==> config.mk <==
export PLATFORM = sky130hd
export DESIGN_NAME = mips_single_cycle_core_unit_flat
export DESIGN_NICKNAME = d
export VERILOG_FILES = /design/src/rtl/mscc_pkg.sv /design/src/rtl/mscc_chan_if.sv /design/src/rtl/mscc_store.sv /design/src/rtl/mscc_regfile.sv /design/src/rtl/mips_single_cycle_core_unit.sv /design/src/flat_wrapper.sv
export SDC_FILE = /design/constraint.sdc
export NUM_CORES = 1
export LEC_CHECK = 0
export ABC_CLOCK_PERIOD_IN_PS = 1510
export BUFFER_PORTS_ARGS = -buffer_cell sky130_fd_sc_hd__buf_2
export CAP_MARGIN = 10
export CORE_AREA = 2 2 39 41
export DETAILED_ROUTE_END_ITERATION = 7
export DIE_AREA = 0 0 41 43
export PLACE_DENSITY_LB_ADDON = 0.2
export SYNTH_ARGS = -nofsm -noshare
export SYNTH_HDL_FRONTEND = slang
export SYNTH_SLANG_ARGS = --single-unit
==> constraint.sdc <==
create_clock -name clock -period 1.51 [get_ports clock]
set_clock_uncertainty 0.1 [all_clocks]
set_input_delay 0.0755 -clock clock [delete_from_list [all_inputs] [get_ports clock]]
set_output_delay 0.0755 -clock clock [all_outputs]
set_load 0.03 [all_outputs]
==> src/rtl/mscc_pkg.sv <==
// Shared types and constants for the MIPS subset core.
// Holds the channel word layouts, instruction codes and the register write bundle.
// No dependencies; compile first.
`default_nettype none

package mscc_pkg;

   localparam int unsigned REG_COUNT = 32;
   localparam int unsigned REG_IDX_W = 5;

   // item operation codes on the request channel
   localparam logic [1:0] OP_PRELOAD_MEM = 2'd0;
   localparam logic [1:0] OP_PRELOAD_REG = 2'd1;
   localparam logic [1:0] OP_EXECUTE     = 2'd2;

   // primary opcodes
   localparam logic [5:0] OPC_RTYPE = 6'd0;
   localparam logic [5:0] OPC_J     = 6'd2;
   localparam logic [5:0] OPC_BEQ   = 6'd4;
   localparam logic [5:0] OPC_LW    = 6'd35;
   localparam logic [5:0] OPC_SW    = 6'd43;

   // R-type function codes
   localparam logic [5:0] FN_ADD = 6'd32;
   localparam logic [5:0] FN_SUB = 6'd34;
   localparam logic [5:0] FN_AND = 6'd36;
   localparam logic [5:0] FN_OR  = 6'd37;
   localparam logic [5:0] FN_SLT = 6'd42;

   typedef struct packed {
      logic [1:0]  opcode;
      logic [5:0]  address;
      logic [4:0]  reg_sel;
      logic [31:0] data;
   } req_payload_type;

   typedef struct packed {
      logic [31:0] pc_value;
      logic [31:0] instruction;
      logic        reg_written;
      logic [4:0]  reg_dest;
      logic [31:0] reg_value;
      logic        mem_written;
      logic [5:0]  mem_addr;
      logic        halted;
      logic        addr_fault;
   } rsp_payload_type;

   typedef struct packed {
      logic                 en;
      logic [REG_IDX_W-1:0] idx;
      logic [31:0]          data;
   } rf_wr_type;

endpackage

`default_nettype wire

==> src/rtl/mscc_chan_if.sv <==
// Valid/ready channel carrying one word of a given payload type.
// Payload types come from mscc_pkg; a word moves when valid and ready are both high.
`default_nettype none

interface mscc_chan_if #(parameter type payload_type = logic);
   logic        valid;
   logic        ready;
   payload_type payload;

   modport source (output valid, output payload, input ready);
   modport sink   (input valid, input payload, output ready);
endinterface

`default_nettype wire

==> src/rtl/mscc_store.sv <==
// Unified word store: one write port, two registered read ports.
// Port A forwards a same-cycle write to its address; port B holds its data when not enabled.
`default_nettype none

module mscc_store #(
   parameter int unsigned DEPTH = 64,
   parameter int unsigned AW    = 6
) (
   input  logic          clock,
   input  logic          wr_en,
   input  logic [AW-1:0] wr_addr,
   input  logic [31:0]   wr_data,
   input  logic [AW-1:0] rd_a_addr,
   output logic [31:0]   rd_a_data,
   input  logic          rd_b_en,
   input  logic [AW-1:0] rd_b_addr,
   output logic [31:0]   rd_b_data
);

   logic [31:0] store_ff [DEPTH];
   logic [31:0] rd_a_ff;
   logic [31:0] rd_b_ff;

   always_ff @(posedge clock) begin
      if (wr_en) begin
         store_ff[wr_addr] <= wr_data;
      end
      // write-first on port A so the prefetch never goes stale
      if (wr_en && (wr_addr == rd_a_addr)) begin
         rd_a_ff <= wr_data;
      end else begin
         rd_a_ff <= store_ff[rd_a_addr];
      end
      if (rd_b_en) begin
         rd_b_ff <= store_ff[rd_b_addr];
      end
   end

   assign rd_a_data = rd_a_ff;
   assign rd_b_data = rd_b_ff;

endmodule

`default_nettype wire

==> src/rtl/mscc_regfile.sv <==
// General register file: 32 words, one write port, two registered read ports.
// Reads forward a same-cycle write. Uses mscc_pkg for the write bundle.
`default_nettype none

module mscc_regfile (
   input  logic                               clock,
   input  mscc_pkg::rf_wr_type                wr,
   input  logic [mscc_pkg::REG_IDX_W-1:0]     rd_a_idx,
   input  logic [mscc_pkg::REG_IDX_W-1:0]     rd_b_idx,
   output logic [31:0]                        rd_a_data,
   output logic [31:0]                        rd_b_data
);
   import mscc_pkg::*;

   logic [31:0] regs_ff [REG_COUNT];
   logic [31:0] rd_a_ff;
   logic [31:0] rd_b_ff;

   always_ff @(posedge clock) begin
      if (wr.en) begin
         regs_ff[wr.idx] <= wr.data;
      end
      rd_a_ff <= (wr.en && (wr.idx == rd_a_idx)) ? wr.data : regs_ff[rd_a_idx];
      rd_b_ff <= (wr.en && (wr.idx == rd_b_idx)) ? wr.data : regs_ff[rd_b_idx];
   end

   assign rd_a_data = rd_a_ff;
   assign rd_b_data = rd_b_ff;

endmodule

`default_nettype wire

==> src/rtl/mips_single_cycle_core_unit.sv <==
// MIPS subset core: preload and execute items in, one result word out per item.
// Depends on mscc_pkg, mscc_chan_if, mscc_store and mscc_regfile.
//
//   channel    dir  modport  word                          moves when
//   req_chan   in   sink     mscc_pkg::req_payload_type    valid && ready
//   rsp_chan   out  source   mscc_pkg::rsp_payload_type    valid && ready
//
// Rate: one word per cycle for preloads and straight-line instructions while rsp
// takes words; after a taken beq or a j, req ready stays low while the fetch register
// refills from store port B. A request word is executed as it is taken; its result
// word then passes the writeback stage and the result register, which drives rsp.
// Reset: synchronous; then a clearing pass over addresses 0 to max(MEM_WORDS, 32) - 1
// zeroes the store and the register file with req ready low.
// Stalls: the writeback stage and the result register part the two sides; apart from
// the clearing pass and a refill, req ready drops only while the writeback stage
// cannot move on.
`default_nettype none

module mips_single_cycle_core_unit #(
   parameter int unsigned MEM_WORDS = 64
) (
   input  logic        clock,
   input  logic        reset,
   mscc_chan_if.sink   req_chan,
   mscc_chan_if.source rsp_chan
);
   import mscc_pkg::*;

   localparam int unsigned AW        = $clog2(MEM_WORDS);
   localparam int unsigned CLR_DEPTH = (MEM_WORDS > REG_COUNT) ? MEM_WORDS : REG_COUNT;
   localparam int unsigned CW        = $clog2(CLR_DEPTH);
   localparam logic [31:0]   MEM_LIMIT   = 32'(MEM_WORDS);
   localparam logic [CW:0]   CLR_MEM_END = (CW+1)'(MEM_WORDS);
   localparam logic [CW:0]   CLR_RF_END  = (CW+1)'(REG_COUNT);
   localparam logic [CW-1:0] CLR_LAST    = CW'(CLR_DEPTH - 1);

   typedef enum logic [1:0] {
      FS_CLEAR,
      FS_REFILL,
      FS_READY
   } fetch_state_type;

   // fetch and sequencing state
   fetch_state_type state_ff, state_in;
   logic [CW-1:0]   clr_cnt_ff, clr_cnt_in;
   logic [31:0]     pc_ff, pc_in;
   logic [31:0]     fa_ff, fa_in;          // instruction word at pc_ff

   // writeback stage and result register
   logic            w_valid_ff, w_valid_in;
   logic            w_load_ff;
   rsp_payload_type w_ff, w_in, w_out;
   logic            rsp_valid_ff, rsp_valid_in;
   rsp_payload_type rsp_ff;

   // memory ports
   logic          st_wr_en;
   logic [AW-1:0] st_wr_addr;
   logic [31:0]   st_wr_data;
   logic [AW-1:0] st_rda_addr;
   logic [31:0]   st_rda;                   // word at pc_ff + 4
   logic          st_rdb_en;
   logic [AW-1:0] st_rdb_addr;
   logic [31:0]   st_rdb;                   // load data or redirect target word
   rf_wr_type     rf_wr;
   logic [31:0]   rf_rda, rf_rdb;

   // execute stage
   req_payload_type p;
   logic            accept, w_adv, req_ready;
   logic [5:0]      opc, fn;
   logic [4:0]      rs, rt, rd;
   logic [31:0]     imm, pc4, pc_in4, ea, op_a, op_b, alu_res;
   logic            alu_ok;
   logic [31:0]     e_next_pc;
   logic            e_seq, e_redirect, e_load, e_st_en;
   logic [AW-1:0]   e_st_addr;
   logic [31:0]     e_st_data;

   assign p      = req_chan.payload;
   assign w_adv  = !rsp_valid_ff || rsp_chan.ready;
   assign req_ready = (state_ff == FS_READY) && (!w_valid_ff || w_adv);
   assign req_chan.ready = req_ready;
   assign accept = req_chan.valid && req_ready;

   // decode the prefetched word
   assign opc = fa_ff[31:26];
   assign rs  = fa_ff[25:21];
   assign rt  = fa_ff[20:16];
   assign rd  = fa_ff[15:11];
   assign fn  = fa_ff[5:0];
   assign imm = {{16{fa_ff[15]}}, fa_ff[15:0]};
   assign pc4 = pc_ff + 32'd4;

   // the writeback stage's register write has not reached the file yet: forward it
   always_comb begin
      w_out = w_ff;
      if (w_load_ff) begin
         w_out.reg_value = st_rdb;
      end
   end

   assign op_a = (w_valid_ff && w_ff.reg_written && (w_ff.reg_dest == rs))
                 ? w_out.reg_value : rf_rda;
   assign op_b = (w_valid_ff && w_ff.reg_written && (w_ff.reg_dest == rt))
                 ? w_out.reg_value : rf_rdb;
   assign ea   = op_a + imm;

   always_comb begin
      alu_ok  = 1'b1;
      alu_res = '0;
      case (fn)
         FN_ADD:  alu_res = op_a + op_b;
         FN_SUB:  alu_res = op_a - op_b;
         FN_AND:  alu_res = op_a & op_b;
         FN_OR:   alu_res = op_a | op_b;
         FN_SLT:  alu_res = {31'd0, $signed(op_a) < $signed(op_b)};
         default: alu_ok  = 1'b0;
      endcase
   end

   // execute: work out the result word and the side effects of the item on req
   always_comb begin
      e_next_pc  = pc_ff;
      e_seq      = 1'b0;
      e_redirect = 1'b0;
      e_load     = 1'b0;
      e_st_en    = 1'b0;
      e_st_addr  = AW'(p.address);
      e_st_data  = p.data;
      w_in       = '0;
      case (p.opcode)
         OP_PRELOAD_MEM: begin
            if ({26'd0, p.address} < MEM_LIMIT) begin
               e_st_en           = 1'b1;
               w_in.mem_written  = 1'b1;
               w_in.mem_addr     = p.address;
            end else begin
               w_in.addr_fault = 1'b1;
            end
         end
         OP_PRELOAD_REG: begin
            // register zero is hard-wired: drop the write
            if (p.reg_sel != '0) begin
               w_in.reg_written = 1'b1;
               w_in.reg_dest    = p.reg_sel;
               w_in.reg_value   = p.data;
            end
         end
         OP_EXECUTE: begin
            // a halted core leaves everything as it is
            if (pc_ff < MEM_LIMIT) begin
               w_in.instruction = fa_ff;
               e_next_pc        = pc4;
               e_seq            = 1'b1;
               case (opc)
                  OPC_RTYPE: begin
                     if (alu_ok && (rd != '0)) begin
                        w_in.reg_written = 1'b1;
                        w_in.reg_dest    = rd;
                        w_in.reg_value   = alu_res;
                     end
                  end
                  OPC_LW, OPC_SW: begin
                     if (ea >= MEM_LIMIT) begin
                        w_in.addr_fault = 1'b1;
                     end else if (opc == OPC_LW) begin
                        // data arrives from port B during writeback
                        if (rt != '0) begin
                           e_load           = 1'b1;
                           w_in.reg_written = 1'b1;
                           w_in.reg_dest    = rt;
                        end
                     end else begin
                        e_st_en          = 1'b1;
                        e_st_addr        = ea[AW-1:0];
                        e_st_data        = op_b;
                        w_in.mem_written = 1'b1;
                        w_in.mem_addr    = ea[5:0];
                     end
                  end
                  OPC_BEQ: begin
                     if (op_a == op_b) begin
                        e_next_pc  = pc4 + {imm[29:0], 2'b00};
                        e_seq      = 1'b0;
                        e_redirect = 1'b1;
                     end
                  end
                  OPC_J: begin
                     e_next_pc  = {pc4[31:28], fa_ff[25:0], 2'b00};
                     e_seq      = 1'b0;
                     e_redirect = 1'b1;
                  end
                  default: ;
               endcase
            end
         end
         default: ;
      endcase
      w_in.pc_value = e_next_pc;
      w_in.halted   = e_next_pc >= MEM_LIMIT;
   end

   // memory port steering
   assign pc_in  = accept ? e_next_pc : pc_ff;
   assign pc_in4 = pc_in + 32'd4;

   always_comb begin
      if (state_ff == FS_CLEAR) begin
         st_wr_en   = {1'b0, clr_cnt_ff} < CLR_MEM_END;
         st_wr_addr = AW'(clr_cnt_ff);
         st_wr_data = '0;
         rf_wr.en   = {1'b0, clr_cnt_ff} < CLR_RF_END;
         rf_wr.idx  = clr_cnt_ff[REG_IDX_W-1:0];
         rf_wr.data = '0;
      end else begin
         st_wr_en   = accept && e_st_en;
         st_wr_addr = e_st_addr;
         st_wr_data = e_st_data;
         rf_wr.en   = w_valid_ff && w_adv && w_ff.reg_written;
         rf_wr.idx  = w_ff.reg_dest;
         rf_wr.data = w_out.reg_value;
      end
   end

   assign st_rda_addr = pc_in4[AW-1:0];
   assign st_rdb_en   = accept;
   assign st_rdb_addr = e_load ? ea[AW-1:0] : pc_in[AW-1:0];

   // keep the fetch register on the word at the counter
   always_comb begin
      state_in   = state_ff;
      clr_cnt_in = clr_cnt_ff;
      fa_in      = fa_ff;
      case (state_ff)
         FS_CLEAR: begin
            fa_in      = '0;
            clr_cnt_in = clr_cnt_ff + CW'(1);
            if (clr_cnt_ff == CLR_LAST) begin
               state_in = FS_READY;
            end
         end
         FS_REFILL: begin
            fa_in    = st_rdb;
            state_in = FS_READY;
         end
         FS_READY: begin
            if (accept && e_redirect) begin
               state_in = FS_REFILL;
            end else if (accept && e_seq) begin
               fa_in = (st_wr_en && (st_wr_addr == pc4[AW-1:0])) ? st_wr_data : st_rda;
            end else if (st_wr_en && (st_wr_addr == pc_ff[AW-1:0])) begin
               fa_in = st_wr_data;
            end
         end
         default: state_in = FS_CLEAR;
      endcase
   end

   always_ff @(posedge clock) begin
      if (reset) begin
         state_ff   <= FS_CLEAR;
         clr_cnt_ff <= '0;
         pc_ff      <= '0;
         fa_ff      <= '0;
      end else begin
         state_ff   <= state_in;
         clr_cnt_ff <= clr_cnt_in;
         pc_ff      <= pc_in;
         fa_ff      <= fa_in;
      end
   end

   // writeback stage, then result register
   always_comb begin
      if (accept) begin
         w_valid_in = 1'b1;
      end else if (w_adv) begin
         w_valid_in = 1'b0;
      end else begin
         w_valid_in = w_valid_ff;
      end
      rsp_valid_in = w_adv ? w_valid_ff : rsp_valid_ff;
   end

   always_ff @(posedge clock) begin
      if (reset) begin
         w_valid_ff   <= 1'b0;
         rsp_valid_ff <= 1'b0;
      end else begin
         w_valid_ff   <= w_valid_in;
         rsp_valid_ff <= rsp_valid_in;
      end
      if (accept) begin
         w_ff      <= w_in;
         w_load_ff <= e_load;
      end
      if (w_adv && w_valid_ff) begin
         rsp_ff <= w_out;
      end
   end

   assign rsp_chan.valid   = rsp_valid_ff;
   assign rsp_chan.payload = rsp_ff;

   mscc_store #(
      .DEPTH (MEM_WORDS),
      .AW    (AW)
   ) u_store (
      .clock     (clock),
      .wr_en     (st_wr_en),
      .wr_addr   (st_wr_addr),
      .wr_data   (st_wr_data),
      .rd_a_addr (st_rda_addr),
      .rd_a_data (st_rda),
      .rd_b_en   (st_rdb_en),
      .rd_b_addr (st_rdb_addr),
      .rd_b_data (st_rdb)
   );

   // operands for the word that will sit in the fetch register next cycle
   mscc_regfile u_regfile (
      .clock     (clock),
      .wr        (rf_wr),
      .rd_a_idx  (fa_in[25:21]),
      .rd_b_idx  (fa_in[20:16]),
      .rd_a_data (rf_rda),
      .rd_b_data (rf_rdb)
   );

endmodule

`default_nettype wire
==> src/flat_wrapper.sv <==
// flat-port wrapper written by rule: the top's interface ports become plain ports
module mips_single_cycle_core_unit_flat import mscc_pkg::*;
#(
   parameter int unsigned MEM_WORDS = 64
)
  (clock, reset, req_chan_valid, req_chan_payload, req_chan_ready, rsp_chan_valid, rsp_chan_payload, rsp_chan_ready);
  mscc_chan_if req_chan_i ();
  mscc_chan_if rsp_chan_i ();
  input  logic clock;
  input  logic reset;
  input wire logic [$bits(req_chan_i.valid)-1:0] req_chan_valid;
  input wire logic [$bits(req_chan_i.payload)-1:0] req_chan_payload;
  output wire logic [$bits(req_chan_i.ready)-1:0] req_chan_ready;
  output wire logic [$bits(rsp_chan_i.valid)-1:0] rsp_chan_valid;
  output wire logic [$bits(rsp_chan_i.payload)-1:0] rsp_chan_payload;
  input wire logic [$bits(rsp_chan_i.ready)-1:0] rsp_chan_ready;
  assign req_chan_i.valid = req_chan_valid;
  assign req_chan_i.payload = req_chan_payload;
  assign req_chan_ready = req_chan_i.ready;
  assign rsp_chan_valid = rsp_chan_i.valid;
  assign rsp_chan_payload = rsp_chan_i.payload;
  assign rsp_chan_i.ready = rsp_chan_ready;
  mips_single_cycle_core_unit #(.MEM_WORDS(MEM_WORDS)) u_core (.clock(clock), .reset(reset), .req_chan(req_chan_i), .rsp_chan(rsp_chan_i));
endmodule
=== Word level (Yosys, flattened, before mapping) ===
Cells that the tools add are included.

* Bits of input ports: 5
* Flip-flop bits (word level): 10
* Logic and storage cells: 23
* Output and inout port bits: 3

* Muxes and demuxes: 4
* Reductions and logical operators: 9
* Equal/unequal tests: 4
* Bitwise logic cells: 1
* $add $sub $neg: 1

{| class="wikitable"
|+ Operators by type and width
! kind !! number
|-
| 6-bit by 1-bit adder with 6-bit output (second input constant) || 1
|-
| 6-bit == test (second input constant) || 1
|-
| 2-bit one-hot mux with 3 select lines || 1
|-
| 2-bit by 1-bit == test with 1-bit output (second input constant) || 1
|-
| 2-bit == test (second input constant) || 1
|-
| 1-bit logical AND || 2
|-
| 1-bit zero test || 2
|-
| 2-bit zero test || 1
|-
| 1-bit logical OR || 2
|-
| 1-bit two-way mux || 2
|-
| 2-bit two-way mux || 1
|-
| 2-bit inequality test (second input constant) || 1
|-
| 2-bit AND reduction || 1
|-
| 2-bit nonzero test || 1
|-
| 1-bit NOT || 1
|}

=== Longest topological paths before layout ===
Gate-level depths: netlist (run 1).

* Depth in word-level cells: 6
* Depth in mapped cells: 4

=== Least setup slack after synthesis (run 1) ===
Ideal clock, no wire load.

* Path kind: register to register
* From: reg u_core.state_ff[1]
* To: reg u_core.clr_cnt_ff[5]
* Period minus slack after synthesis: 1.207 ns
* Setup slack: 0.303 ns
* Stages on the path, launching flop included: 5
* Data required time: 1.340 ns
* Path buffers: 1
* Data arrival time: 1.037 ns
* Path through: dfxtp_1 buf_6 nand4b_4 or3_1 a21oi_1

* Cells in the longest elaborated chain, start to end: 1

{| class="wikitable"
|+ Ends and longest elaborated chain
! what !! RTL line !! text
|-
| start, declared || mips_single_cycle_core_unit.sv:44 || <nowiki>fetch_state_type state_ff, state_in;</nowiki>
|-
| start signal, assigned || mips_single_cycle_core_unit.sv:267 || <nowiki>state_ff <= state_in;</nowiki>
|-
| 2-bit zero test || - ||
|-
| end signal, assigned || mips_single_cycle_core_unit.sv:268 || <nowiki>clr_cnt_ff <= clr_cnt_in;</nowiki>
|-
| end, declared || mips_single_cycle_core_unit.sv:45 || <nowiki>logic [CW-1:0] clr_cnt_ff, clr_cnt_in;</nowiki>
|}

Every way passes these cells.
A chain may end at the register's enable or synchronous reset.

=== Final worst setup path (run 1) ===
* From: in rsp_chan_ready
* To: out req_chan_ready

* Cells in the longest elaborated chain, start to end: 3

{| class="wikitable"
|+ Ends and longest elaborated chain
! what !! RTL line !! text
|-
| start, declared || flat_wrapper.sv:16 || <nowiki>input wire logic [$bits(rsp_chan_i.ready)-1:0] rsp_chan_ready;</nowiki>
|-
| 1-bit logical OR || mips_single_cycle_core_unit.sv:81 || <nowiki>assign w_adv = !rsp_valid_ff || rsp_chan.ready;</nowiki>
|-
| 1-bit logical OR || mips_single_cycle_core_unit.sv:82 || <nowiki>assign req_ready = (state_ff == FS_READY) && (!w_valid_ff || w_adv);</nowiki>
|-
| 1-bit logical AND || mips_single_cycle_core_unit.sv:82 ||
|-
| end, declared || flat_wrapper.sv:13 || <nowiki>output wire logic [$bits(req_chan_i.ready)-1:0] req_chan_ready;</nowiki>
|}

Every way passes these cells.

==> results of run 1 <==
==> report_power, final <==
group          internal [mW]  switching (mW)  leakage, nW  total (mW)
Combinational         0.0150          0.0149        0.134      0.0299
Clock                  0.102          0.0794       0.0150       0.181
Sequential             0.245         0.00964       0.0731       0.254
Total                  0.361           0.104        0.222       0.465
==> synthesized netlist by cell type, types with 2 or more instances <==
library cell and number:
nor2_1 8, dfxtp_1 9, xor2_1 3, a21oi_1 2
nand2_1 3
==> worst paths after layout <==
path / depth (start not counted) / slack [ps] / start / to
min reg2reg: 2 / 370 / u_core.w_valid_ff / u_core.w_valid_ff
max: 6 / 80 / rsp_chan_ready / req_chan_ready
max reg2reg: 3 / 260 / u_core.state_ff[1] / u_core.clr_cnt_ff[5]
min: 2 / 6 / reset / u_core.clr_cnt_ff[5]
==> layout make-up <==
class                      instances  area share, %
clock buffer                       4           5.61
multi-input combinational         29           41.4
tap                               16           4.28
timing repair buffer               7           10.2
sequential                         9           38.5
==> what timing repair did <==
item	in CTS	in global routing
hold buffers	2	0
resized for setup	0	2
endpoints found under the hold margin	2	0
setup endpoints to repair	0	1
setup buffers	0	0
==> state kept, by name, indices dropped and copies added (netlist names) <==
signal,cells
u_core.clr_cnt_ff,6
u_core.rsp_chan.valid,1
u_core.state_ff,1
u_core.w_valid_ff,1
==> through the flow <==
step / area, um^2 / util, % / total power [mW]
final: 468 / 33.8 / 0.465
after detailed placement: 417 / 30.1 / 0.286
after global routing: 468 / 33.8 / 0.491
after floorplan: 394 / - / 0.280
after CTS: 463 / 33.5 / 0.475
after global placement: 417 / 30.1 / 0.285
==> logic make-up after synthesis <==
logic type	share of synthesized area, %
AND/OR/NAND/NOR	27.6
flip-flops	45.7
AO/OA/AOI/OAI	5.40
XOR/XNOR	8.89
buffers and inverters	5.71
adder cells (fa/ha/maj)	3.17
other	0.951
multiplexers	2.54
==> per-layer routing <==
metal | share of wire (%) | vias to the layer above
met5 | 0 | -
met4 | 0 | 0
met3 | 3.6 | 0
met2 | 44 | 5
met1 | 52 | 111
li1 | - | 149
==> impl_metrics.yaml, run 1 <==
worst_setup_path:
  critPathCaptureType: "output port"
  criticalPathCategory: "in -> out"
  crit_chain: "dlygate4sd3_1, buf_2, nor2b_2, nand2_1, and2_2, clkbuf_4"
  crit_fanout: 2
  worstPathArrival_ps: 1260
  startpoint_type: "primary input"
  worst-path-buf-inv: 3
  slowest_stage: "dlygate4sd3_1"
  worstPathRequired_ps: 1330
  cp_top_family: "buffers and inverters"
  slowest_delay_ps: 530
clock_network:
  cts_max_level: 1
  insertion_delay_ps: 250
  cts_sinks: 9
  clockRootBuffer: "clkbuf_4"
  clk_pin_slew_ps: 60
  cts.path.max_buffers: 2
  cts_inserted_buffers: 3
  cts_tree: "done"
synthesis:
  ys_top_cells_by_area: "dfxtp_1 46%, nor2_1 7.6%, xor2_1 6.7%, nand4b_4 6.0%, ha_1 3.2%"
  async_flop_share_pct: 0
  ys_ff_latch: 9
  synth_area_um2: 394
  synthCells: 41
  yosysWarnings: 0
  synth_top_area_share_pct: 45.7
  synth.avg_cell_area_um2: 9.61
  yosys_most_used_dff: "dfxtp_1"
  syn_nets: 47
  yosysUniqueCellTypes: 21
  yosysSeqAreaShare_pct: 45.7
  yosys.area.top_type: "dfxtp_1"
  synth_edf_count: 0
drt:
  vias: 265
  detail_route.vias_per_cell: 4.08
  wl_um: 559
  ant_nets: 0
  drc: 0
  dr.pass1.iters: 2
  wl_per_cell_um: 8.60
  drt_iter0_markers: 1
global_route:
  grt_use_met3_pct: 1.57
  grt_first_pass_wirelength_um: 910
  antenna_found_initial: 0
  met2_usage_pct: 10.3
  track_usage_pct: 7.76
  grt_use_met1_pct: 10.4
  overflow: 0
  grt_pass1_vias: 234
  grt-busiest-layer: "met1"
  grt_max_degree: 10
sta:
  min_period_ps: 1430
  period_share_pct: 95.0
  fmax_ghz: 0.697
  rsz0062_at_grt: "false"
  setup-violations-final: 0
  hold_viol: 0
  slew_viol_final: 0
  setup_ws_ps: 75.0
  timing.hold.ws_ps: 5.94
  tns_ps: 0
die:
  die_area_um2: 1760
  start_util_pct: 28.5
  fp.coreArea_um2: 1380
  rows: 14
  fp.dieW_um: 41
  ios: 8
  die_y_um: 43
pwr:
  p_per_area_nw_per_um2: 994
  ir_worst_vdd_mv: 0.296
  p_leak_nw: 0.222
job:
  cap_viol_max_count: 0
final_layout:
  multiInputGateArea_um2: 194
  layout-drive-gt1-share_pct: 24.5
  area_growth_pct: 18.7
  fillers: 149
  final_cell_mix: "9 x dfxtp_1, 8 x nor2_1, 4 x clkbuf_4, 4 x buf_2"
  diodes: 0
  final_cell_count_no_fill: 65
  regArea_um2: 180
  final_common_cell: "dfxtp_1"
  nets: 56
hold_path:
  min_path_type: "in -> reg"
placement:
  gp_congestion: 0.627
  post-place-ws_ps: 273
  io_buffers: 5
  placedCellCount: 59
  dpl.hpwl_um: 401
status:
  status: "finished, final reports clean"
(Power assumes the default switching activity.)
==> run 2, diff against run 1 <==
SETUP_SLACK_MARGIN = 0.2   (was unset)
==> impl_metrics.yaml, run 2 (synthesis results as in run 1) <==
status:
  status: "finished, final reports clean"
placement:
  dpl.hpwl_um: 401
  gp_congestion: 0.627
  io_buffers: 5
  post-place-ws_ps: 273
worst_setup_path:
  worstPathArrival_ps: 1090
  worst-path-buf-inv: 1
  critPathCaptureType: "output port"
  reg2regPathDepth: 3
  slowest_stage: "dfxtp_2"
  cp-startpoint: "u_core.rsp_chan.valid"
  r2r_end: "u_core.clr_cnt_ff[5]"
  crit_chain: "nor2b_4, nand2_2, and2_2, buf_6"
  worstPathRequired_ps: 1330
  cp_top_family: "simple AND/OR/NAND/NOR gates"
  crit_end: "req_chan_ready"
  startpoint_type: "flip-flop"
  rrSetupSlack_ps: 260
  slowest_delay_ps: 320
  crit_fanout: 2
  worst-path-stages: 4
  r2r_start: "u_core.state_ff[1]"
  criticalPathCategory: "reg -> out"
die:
  start_util_pct: 28.5
  die_y_um: 43
  die_area_um2: 1760
  ios: 8
  fp.coreArea_um2: 1380
  fp.dieW_um: 41
  rows: 14
final_layout:
  diodes: 0
  largest-register: "u_core.clr_cnt_ff"
  nets: 55
  final_cell_mix: "8 x nor2_1, 8 x dfxtp_1, 4 x buf_2"
  area_growth_pct: 19.4
  largest_reg_flops: 6
  layout-drive-gt1-share_pct: 29.2
pwr:
  ir_worst_vdd_mv: 0.296
  p_leak_nw: 0.220
  p_per_area_nw_per_um2: 985
sta:
  hold_viol: 0
  setup_ws_ps: 246
  min_period_ps: 1260
  tns_ps: 0
  fmax_ghz: 0.791
  setup-violations-final: 0
  slew_viol_final: 0
  rsz0062_at_grt: "false"
  period_share_pct: 83.7
global_route:
  antenna_found_initial: 0
  track_usage_pct: 7.66
  overflow: 0
  grt_max_degree: 10
  grt_first_pass_wirelength_um: 897
  grt_pass1_vias: 218
clock_network:
  cts_max_level: 1
  cts_inserted_buffers: 3
  cts_sinks: 9
  insertion_delay_ps: 250
  post_cts_buffers: 0
  cts_tree: "done"
  clk_pin_slew_ps: 60
  cts.path.max_buffers: 2
  clockRootBuffer: "clkbuf_4"
drt:
  drc: 0
  dr.pass1.iters: 5
  vias: 259
  drt_iter0_markers: 2
  wl_per_cell_um: 8.69
  wl_um: 556
  detail_route.vias_per_cell: 4.05
  ant_nets: 0
hold_path:
  min_path_type: "in -> reg"
job:
  cap_viol_max_count: 0
-- run 2: repair_timing --
item,CTS,global route
endpoints found under the setup margin,1,1
endpoints found under the hold margin,1,0
hold buffers,1,0
gates resized for setup,4,2
-- run 2: cell type report --
cell class                      count  area (um^2)
Clock buffer                        4         26.3
Fill cell                         146          913
Multi-Input combinational cell     29          201
Sequential cell                     9          181
Tap cell                           16         20.0
Timing Repair Buffer                6         41.3
-- run 2: stage by stage --
step | power [mW] | hold WS, ps | util (%) | instance area [um^2] | cells
global route | 0.489 | 19.4 | 34.0 | 470 | 64
global placement | 0.285 | 244 | 30.1 | 417 | 59
floorplan | 0.280 | 123 | - | 394 | 41
detailed placement | 0.286 | 240 | 30.1 | 417 | 59
CTS | 0.474 | 5.79 | 33.5 | 464 | 64
finish | 0.463 | 3.14 | 34.0 | 470 | 64
-- run 2: worst min path at each step --
stage,startpoint,endpoint,slack [ps],cells after the start
6_report,reset,u_core.clr_cnt_ff[5],3,2
4_1_cts,reset,u_core.clr_cnt_ff[5],6,2
3_3_place_gp,req_chan_valid,u_core.w_valid_ff,240,3
5_1_grt,reset,u_core.clr_cnt_ff[5],20,2
3_5_place_dp,req_chan_valid,u_core.w_valid_ff,240,3
2_1_floorplan,req_chan_valid,u_core.w_valid_ff,120,2
-- run 2: where the power goes --
group          switching [mW]  internal (mW)  total (mW)  leakage, nW
sequential            0.00972          0.245       0.254       0.0736
combinational          0.0150         0.0134      0.0284        0.132
clock                  0.0789          0.102       0.180       0.0150
total                   0.104          0.360       0.463        0.220
-- run 2: metal layers --
layer  vias up  wire [um]  GRT usage, %
met5         -          0             0
met4         0          0          6.00
met3         0         19          1.57
met2         5        237          9.69
met1       108        299          10.7
li1        146          -             -
